==> config.mk <==
export PLATFORM = sky130hd
export DESIGN_NAME = swm_cell
export DESIGN_NICKNAME = d
export VERILOG_FILES = /design/src/swm_pkg.sv /design/src/swm_cell.sv
export SDC_FILE = /design/constraint.sdc
export NUM_CORES = 1
export LEC_CHECK = 0
export BUFFER_PORTS_ARGS = -buffer_cell sky130_fd_sc_hd__buf_2
export CAP_MARGIN = 40
export CORE_UTILIZATION = 44
export CTS_CLUSTER_SIZE = 16
export DETAILED_ROUTE_END_ITERATION = 12
export PLACE_DENSITY_LB_ADDON = 0.3
export SETUP_SLACK_MARGIN = 0.05
export SKIP_LAST_GASP = 1
export SLEW_MARGIN = 20
export SYNTH_ARGS = -nofsm -noshare
export SYNTH_HDL_FRONTEND = slang
export SYNTH_SLANG_ARGS = --single-unit
==> constraint.sdc <==
create_clock -name i_clk -period 7.85 [get_ports i_clk]
set_input_delay 0.785 -clock i_clk [delete_from_list [all_inputs] [get_ports i_clk]]
set_output_delay 0.785 -clock i_clk [all_outputs]
set_load 0.03 [all_outputs]
==> src/swm_pkg.sv <==
`timescale 1ns / 1ps
package swm_pkg;

    // Configuration register file
    localparam int CFG_WIDTH  = 7;
    localparam int APB_ADDR_W = 3;
    localparam int APB_DATA_W = 32;
    localparam logic [APB_ADDR_W-1:0] ADDR_WINDOW_SIZE = 3'd0;

    localparam logic [CFG_WIDTH-1:0] WINDOW_SIZE_RESET = 7'd1;

    typedef enum logic {
        ST_IDLE,
        ST_RUN
    } t_state;

    // Broadcast control for every cell of the chain
    typedef struct packed {
        logic clear;  // drop every cell
        logic age;    // advance every age by one
        logic shift;  // take the right neighbor's contents
        logic step;   // pop smaller back cells and append the sample
    } t_ctl;

endpackage

==> src/swm_cell.sv <==
`timescale 1ns / 1ps
module swm_cell #(
    parameter int WINDOW_MAX   = 64,
    parameter int SAMPLE_WIDTH = 16
) (
    input  logic                                   i_clk,
    input  logic                                   i_rst_n,
    input  swm_pkg::t_ctl                          i_ctl,
    input  logic signed [SAMPLE_WIDTH-1:0]         i_smp,
    input  logic signed [SAMPLE_WIDTH-1:0]         i_nxt_val,
    input  logic [$clog2(WINDOW_MAX+1)-1:0]        i_nxt_age,
    input  logic                                   i_nxt_vld,
    input  logic                                   i_prev_keep,
    output logic signed [SAMPLE_WIDTH-1:0]         o_val,
    output logic [$clog2(WINDOW_MAX+1)-1:0]        o_age,
    output logic                                   o_vld,
    output logic                                   o_keep
);
    import swm_pkg::*;

    localparam int AW = $clog2(WINDOW_MAX+1);

    logic signed [SAMPLE_WIDTH-1:0] r_val, n_val, src_val;
    logic [AW-1:0]                  r_age, n_age, src_age;
    logic                           r_vld, n_vld, src_vld;

    // Contents this cell holds after an optional shift from the right
    assign src_val = i_ctl.shift ? i_nxt_val : r_val;
    assign src_age = i_ctl.shift ? i_nxt_age : r_age;
    assign src_vld = i_ctl.shift ? i_nxt_vld : r_vld;

    // Survives the pop: valid and not strictly smaller than the sample
    assign o_keep = src_vld && !(src_val < i_smp);

    always_comb begin
        n_val = r_val;
        n_age = r_age;
        n_vld = r_vld;
        if (i_ctl.age && (r_age < AW'(WINDOW_MAX))) begin
            n_age = r_age + AW'(1);
        end
        if (i_ctl.step) begin
            if (o_keep) begin
                n_val = src_val;
                n_age = src_age;
                n_vld = 1'b1;
            end else if (i_prev_keep) begin
                n_val = i_smp;
                n_age = '0;
                n_vld = 1'b1;
            end else begin
                n_vld = 1'b0;
            end
        end else if (i_ctl.shift) begin
            n_val = src_val;
            n_age = src_age;
            n_vld = src_vld;
        end
        if (i_ctl.clear) begin
            n_vld = 1'b0;
        end
    end

    always_ff @(posedge i_clk) begin
        if (!i_rst_n) begin
            r_vld <= 1'b0;
        end else begin
            r_vld <= n_vld;
        end
    end

    always_ff @(posedge i_clk) begin
        r_val <= n_val;
        r_age <= n_age;
    end

    assign o_val = r_val;
    assign o_age = r_age;
    assign o_vld = r_vld;

endmodule

Word-level counts from Yosys, hierarchy flattened
Cells that the tools add are included.
Word-level totals
  register bits: 24
  input port bits: 47
  output and inout port bits: 25
  word-level logic and storage cells: 30
Operators by class
  $add $sub $neg: 1
  order comparisons: 2
  equality and inequality tests: 1
  mux-type cells: 16
  bitwise gates (word level): 1
  reductions and logical operators: 6
Operators by type and width (count)
  $mux W16: 5
  $mux W7: 6
  $lt A16 B16 Y1: 1
  $add A7 B1 Y7 const B: 1
  $lt A7 B7 Y1 const B: 1
  $mux W1: 5
  $ne A3 B1 Y1 const B: 1
  $logic_and A1 B1 Y1: 2
  $reduce_and A2 Y1: 1
  $reduce_bool A2 Y1: 1
  $reduce_or A2 Y1: 1
  $logic_not A1 Y1: 1
  $not A1 Y1: 1

Longest topological paths before layout
Gate-level depths: netlist (run 1).
  depth in word-level cells: 6
  depth in mapped cells: 10
  mapped depth without buffers: 7

Least setup slack after synthesis (run 1)
OpenSTA, ideal clock, no wires.
  kind: input to register
  start point: input port i_ctl[1] (netlist name)
  end point: register r_val[0] (netlist: o_val[0]) (enable)
  setup time: 394 ps
  arrival time: 3554 ps
  data required time: 7456 ps
  path slack: 3902 ps
  stages: 9
  buffers on the path: 2
  cell sequence: buf_6 -> clkbuf_1 -> mux2_2 -> ha_1 -> nand4_1 -> a311oi_1 -> o31ai_4 -> o21a_1 -> a21oi_1
On the way
  cells in the longest elaborated chain, start to end: 6
  elaborated cells between the ends (all ways): 8
  classes of those cells: order compare: 1; eq/ne: 1; mux: 2; reduce/logical: 4
RTL lines
  from (decl): RTL line swm_cell.sv:8  | input swm_pkg::t_ctl i_ctl,
  $mux W16: RTL line swm_cell.sv:28  | assign src_val = i_ctl.shift ? i_nxt_val : r_val;
  $lt A16 B16 Y1: RTL line swm_cell.sv:33  | assign o_keep = src_vld && !(src_val < i_smp);
  $logic_not A1 Y1: RTL line swm_cell.sv:33
  $logic_and A1 B1 Y1: RTL line swm_cell.sv:33
  $ne A3 B1 Y1 (no line)
  $reduce_and A2 Y1 (no line) (*)
  to (signal assigned): RTL line swm_cell.sv:73  | r_val <= n_val;
  to (decl): RTL line swm_cell.sv:23  | logic signed [SAMPLE_WIDTH-1:0] r_val, n_val, src_val;
Mark *: on every way between the ends. The rest lies on a longest branch, timed or not.
A chain may end at the register's enable or synchronous reset.

Worst setup path in the final report (run 1)
  start point: input port i_ctl[1] (netlist name)
  end point: output port o_keep
On the way
  cells in the longest elaborated chain, start to end: 4
  elaborated cells between the ends (all ways): 5
  classes of those cells: order compare: 1; mux: 2; reduce/logical: 2
RTL lines
  $mux W16: RTL line swm_cell.sv:28
  $lt A16 B16 Y1: RTL line swm_cell.sv:33
  $logic_not A1 Y1: RTL line swm_cell.sv:33
  $logic_and A1 B1 Y1 (*): RTL line swm_cell.sv:33
  to (decl): RTL line swm_cell.sv:17  | output logic o_keep
Marks and branches as above.

==> impl_metrics.yaml, run 1 <==
detailed_routing:
  drtAntennaViolNets: 0
  drtPass1Iterations: 4
  drc_errors: 0
  vias: 1617
  wl_per_cell_um: 13.2
  via_per_inst: 5.25
  drt_iter0_markers: 70
  wl_mm: 4.06
status:
  status: "finished clean"
floorplanning:
  dieArea_um2: 4750
  die_w_um: 68.9
  num_rows: 23
  die_y_um: 68.9
  coreArea_um2: 4140
  initial_core_util_pct: 47.5
  ios: 72
worst_hold_path:
  hold_path_depth: 2
  hold_path_class: "register to register"
global_route:
  globalRouteOverflowTotal: 0
  first_global_vias: 1493
  grt_pass1_wl_mm: 6.40
  grt_max_degree: 36
  track_usage_pct: 17.9
  antenna_found_initial: 0
yosys:
  ys_warn_count: 0
  syn_inst: 187
  synth_nets: 250
  synthArstFlopShare_pct: 0
  ys_ff_latch: 24
  ys_seq_area_share_pct: 32.5
  synth_edf_count: 16
  synth_area_um2: 1970
  synth_ff_type: "edfxtp_1"
  synth_area_per_cell_um2: 10.5
  yosys.cell_types.count: 34
sta:
  fmax_ghz: 0.236
  skew_ns: 0.00175
  min_period_over_period_pct: 54.0
  finalHoldViolCount: 0
  rsz0062_at_grt: "false"
  relSlewSlack_pct: 46.0
  period_needed_ns: 4.24
  setup_tns_ns: 0
  setup_viol: 0
  worstMarginPinSlew_ns: 0.805
  setup_ws_ns: 3.61
  finalMaxSlewViolations: 0
clock_network:
  post-cts-setup-buffer-count: 0
  tritoncts: "built"
  cts_root_buf: "clkbuf_8"
  clock_latency_ns: 0.27
  cts_sinks: 24
  ctsHoldBuffers: 0
  cts_max_level: 1
  numCtsBuffers: 3
  clkTransAtPathRegs_ns: 0.09
  cts_resized: 0
  cts_max_path_buffers: 2
worst_setup_path:
  endpoint: "o_keep"
  critical_path_class: "input port to primary output"
  rrSetupSlack_ns: 5.01
  crit_required_ns: 7.07
  worstPathMaxFanout: 35
  crit_path_end_kind: "primary output"
  timing.rr.end: "o_val[12]"
  r2r_start: "o_val[6]"
  worstPathArrival_ns: 3.46
  cp-start-kind: "input port"
  r2r_cells: 8
  crit_start: "i_ctl[1]"
final_layout:
  final_area_um2: 2410
  area_growth_pct: 22.6
  drive_gt1_share_pct: 45.0
  fin_nets: 322
  diodes: 0
job:
  drv_cap: 0
power_and_ir_drop:
  p_per_area_nw_per_um2: 176
  power.leakage_nw: 1.14
  vdd_ir_drop_max_mv: 0.0949
place:
  placed_area_um2: 2370
  io_buffers: 71
  dp_hpwl_mm: 3.22
  post-place-ws_ns: 3.61
  gp_congestion: 0.821
## stage by stage
step / hold slack (ns) / power [mW] / utilization (%) / std cells
2_1_floorplan: 0.716 / 0.303 / - / 187
3_3_place_gp: 0.621 / 0.348 / 56.9 / 303
3_5_place_dp: 0.633 / 0.352 / 57.2 / 304
4_1_cts: 0.642 / 0.429 / 58.2 / 308
5_1_grt: 0.717 / 0.453 / 58.2 / 308
6_report: 0.669 / 0.426 / 58.2 / 308
## layer usage
layer	routed length (um)	track usage, %	share of wire, %	vias up
met2	1930	31.2	48	52
li1	-	-	-	833
met1	1880	22.7	46	728
met5	0	0	0	-
met3	212	2.63	5.2	4
met4	32	4.85	0.79	0
## worst min path at each step
stage,to,from
detailed placement,o_age[4],o_age[4]
global placement,o_age[4],o_age[4]
global route,o_age[4],o_age[4]
CTS,o_age[4],o_age[4]
floorplan,o_age[4],o_age[4]
finish,o_age[4],o_age[4]
## where the power goes
group / total, mW / switching [mW] / leakage [nW] / internal [mW]
logic: 0.177 / 0.102 / 0.889 / 0.0753
clock network: 0.0773 / 0.0410 / 0.0228 / 0.0363
registers: 0.172 / 0.0147 / 0.226 / 0.157
total: 0.426 / 0.157 / 1.14 / 0.269
## cells in the final DEF (no fill, tap or decap), drive strengths merged
cell type / count
buf: 72
mux2: 36
inv: 22
ha: 16
edfxtp: 16
nand2: 12
nor2: 11
dfxtp: 8
a21oi: 8
o211ai: 8
mux2i: 7
nand2b: 6
o21ai: 5
clkbuf: 4
nand4: 3
xor2: 3
o2111ai: 3
xnor2: 3
o311ai: 3
nand3: 2
a211oi: 1
a311oi: 1
a41oi: 1
nor4: 1
o31ai: 1
o21a: 1
nor3: 1
nand3b: 1
nor2b: 1
a221oi: 1
## cells in the mapped netlist (all sizes together), types with 3 or more instances
master	count	share of area (%)
o211ai	8	3.7
xor2	3	1.3
dfxtp	8	8.1
nor2	11	2.1
xnor2	3	1.3
clkbuf	3	0.57
nand2	12	2.3
o2111ai	3	1.3
a21oi	8	2.0
mux2i	7	3.7
edfxtp	16	24
o311ai	3	1.3
o21ai	5	1.3
ha	16	10
mux2	36	22
nand4	3	0.95
nand2b	6	1.9
inv	22	4.2
## cell families (layout without fill, tap and decap cells)
group,after synthesis,count (layout),synth area share [%]
AOI/OAI and AO/OA,33,33,12.9
adders and majority gates,16,16,10.2
DFF,24,24,32.5
muxes,43,43,26.0
and+or+nand+nor,38,38,9.78
buffers and inverters,27,98,5.91
xor gates and xnor gates,6,6,2.67
## cell type report
class                           count  area [um2]
Timing Repair Buffer               72         367
Sequential cell                    24         641
Multi-Input combinational cell    136        1220
Tap cell                           50        62.6
Clock buffer                        4        45.0
Fill cell                         386        1730
Inverter                           22        82.6
## worst max-delay path: stages
cell and delay, ns:
buf_2 0.55, mux2_2 0.43, ha_1 0.29, a211oi_1 0.21, o211ai_1 0.12, a21oi_1 0.50, o21a_1 0.33, inv_1 0.06
buf_2 0.18
## registers in the layout, indices dropped and copies added, names as in the netlist
name and cells:
o_age 7, o_val 16, o_vld 1
Note: power is estimated with default switching activity, not from simulation.
==> run 2, diff against run 1 <==
- ABC_AREA: not set -> 1
- clock period: 7.85 -> 3.9 ns (I/O delays scaled with it)
==> impl_metrics.yaml, run 2 <==
global_route:
  first_global_vias: 1916
  track_usage_pct: 19.9
  antenna_found_initial: 0
  globalRouteOverflowTotal: 0
  grt_pass1_wl_mm: 8.02
  grt_max_degree: 32
final_layout:
  n_fill_cell: 460
  largest_reg_flops: 16
  layout.cells.non_filler: 416
  layout_common_cells: "nand2_1, buf_2, inv_1"
  drive_gt1_share_pct: 23.6
  area_growth_pct: 20.7
  diodes: 0
  mostFrequentLayoutCell: "nand2_1"
  fin_nets: 428
  final_area_um2: 2410
yosys:
  synth_compound_area_share_pct: 10.9
  yosys.area_share.simple_pct: 35.1
  synth_area_um2: 2000
  synthArstFlopShare_pct: 0
  synth.area.top_cells: "nand2_1, edfxtp_1, ha_1, dfxtp_1, inv_1"
  yosys-mux-area-fraction_pct: 0
  yosys.area.top_type: "nand2_1"
  synth_common_cells: "nand2_1, inv_1, o21ai_0"
  synth_ff_type: "edfxtp_1"
  synth_edf_count: 16
  synthMostInstantiatedCell: "nand2_1"
  syn_inst: 298
  synth_top_family_by_area: "simple AND/OR/NAND/NOR gates"
  synth_xor_area_share_pct: 1.75
  ys_warn_count: 0
  yosys.cell_types.count: 24
  ys_ff_latch: 24
  synth_area_per_cell_um2: 6.71
  ys_seq_area_share_pct: 32.1
  synthAdderAreaFrac_pct: 10.0
  yosysTopAreaCellShare_pct: 24.6
  synth_nets: 361
detailed_routing:
  via_per_inst: 4.91
  drtAntennaViolNets: 0
  drc_errors: 0
  drtPass1Iterations: 4
  vias: 2044
  drt_iter0_markers: 100
  wl_per_cell_um: 11.2
  wl_mm: 4.65
clock_network:
  tritoncts: "built"
  cts_max_path_buffers: 2
  cts_root_buf: "clkbuf_8"
  clock_latency_ns: 0.27
  clkTransAtPathRegs_ns: 0.09
  cts_sinks: 24
  cts_resized: 0
  numCtsBuffers: 3
  post-cts-setup-buffer-count: 0
  ctsHoldBuffers: 0
  cts_max_level: 1
worst_setup_path:
  critical_path_class: "input port to primary output"
  cpPeakStageDelay_ns: 0.35
  worstPathArrival_ns: 2.70
  crit_path_end_kind: "primary output"
  cp_slowest_cell: "ha_1"
  worstPathMaxFanout: 19
  cp-start-kind: "input port"
  crit_required_ns: 3.51
  crit_chain: "buf_2 > inv_2 > nand2_1 > nand2_1 > ha_1 > nand2_1 > inv_1 > nand3_1 > inv_1 > a21oi_1 > nand2_2 > nand2_4 > nand3_4 > inv_1 > buf_2"
place:
  io_buffers: 71
  place_inst: 412
  placed_area_um2: 2370
  dp_hpwl_mm: 3.53
  gp_congestion: 0.810
sta:
  worstMarginPinSlew_ns: 0.364
  fmax_ghz: 0.323
  finalMaxSlewViolations: 0
  setup_viol: 0
  setup_tns_ns: 0
  finalHoldViolCount: 0
  skew_ns: 0.00346
  rsz0062_at_grt: "false"
  min_period_over_period_pct: 79.3
  relSlewSlack_pct: 75.8
  period_needed_ns: 3.09
worst_hold_path:
  hold_path_class: "input port to register"
floorplanning:
  die_w_um: 69.4
  dieArea_um2: 4810
  initial_core_util_pct: 45.9
  ios: 72
  coreArea_um2: 4350
  num_rows: 24
  die_y_um: 69.4
power_and_ir_drop:
  power.leakage_nw: 1.36
  vdd_ir_drop_max_mv: 0.138
  p_per_area_nw_per_um2: 346
job:
  drv_cap: 0
status:
  status: "finished clean"
==> run 2: cell types whose count changed after synthesis, sizes merged, moves of 7 or more <==
cell	previous run	this run
inv	22	35
mux2	36	0
mux2i	7	0
nand2	12	136
o211ai	8	0
o21ai	5	32
==> run 2: kinds of logic after synthesis <==
| kind of cell | count (synthesis) |
|---|---|
| AND/OR/NAND/NOR | 166 |
| XOR/XNOR | 4 |
| buffers and inverters | 46 |
| adder cells (fa/ha/maj) | 16 |
| AO/OA/AOI/OAI | 42 |
| flip-flops | 24 |
==> run 2: power breakdown <==
group	internal [mW]	switching, mW
clock network	0.0732	0.0862
registers	0.313	0.0207
logic	0.112	0.229
total	0.498	0.336
==> run 2: per-stage QoR <==
step	total power [mW]	util, %	hold slack, ns	setup WS (ns)
after floorplan	0.592	-	0.526	0.328
after global placement	0.674	54.4	0.643	0.773
after detailed placement	0.680	54.4	0.648	0.675
after CTS	0.838	55.4	0.359	0.772
after global routing	0.891	55.4	0.375	0.563
final	0.834	55.4	0.347	0.806
==> run 2: cell type report <==
cell class,instances,area [um2],share of cell area [%]
Multi-Input combinational cell,228,1160,48.1
Sequential cell,24,641,26.6
Timing Repair Buffer,73,370,15.4
Inverter,35,131,5.45
Tap cell,52,65.1,2.70
Clock buffer,4,45.0,1.87
==> run 2: routing by layer <==
| layer | part of all wire, % | track usage, % |
|---|---|---|
| met5 | 0 | 0 |
| met4 | 0.80 | 4.31 |
| met3 | 6.0 | 2.47 |
| met2 | 44 | 33.3 |
| met1 | 50 | 27.5 |
==> run 2: worst max-delay path: cells and delay by family <==
kind	cells	cell delay [ns]
fa+ha+maj	1	0.35
simple gates	7	0.75
buf+inv	6	0.92
compound gates	1	0.30
==> run 2: path summary, 6_finish.rpt <==
path | from | cells past startpoint | slack, ns | to
worst max-delay path | i_ctl[1] | 15 | 0.81 | o_keep
worst min-delay path | i_ctl[3] | 4 | 0.35 | o_vld
worst max register to register | o_val[15] | 13 | 1.28 | o_val[8]
worst min register to register | o_val[0] | 4 | 0.68 | o_val[0]
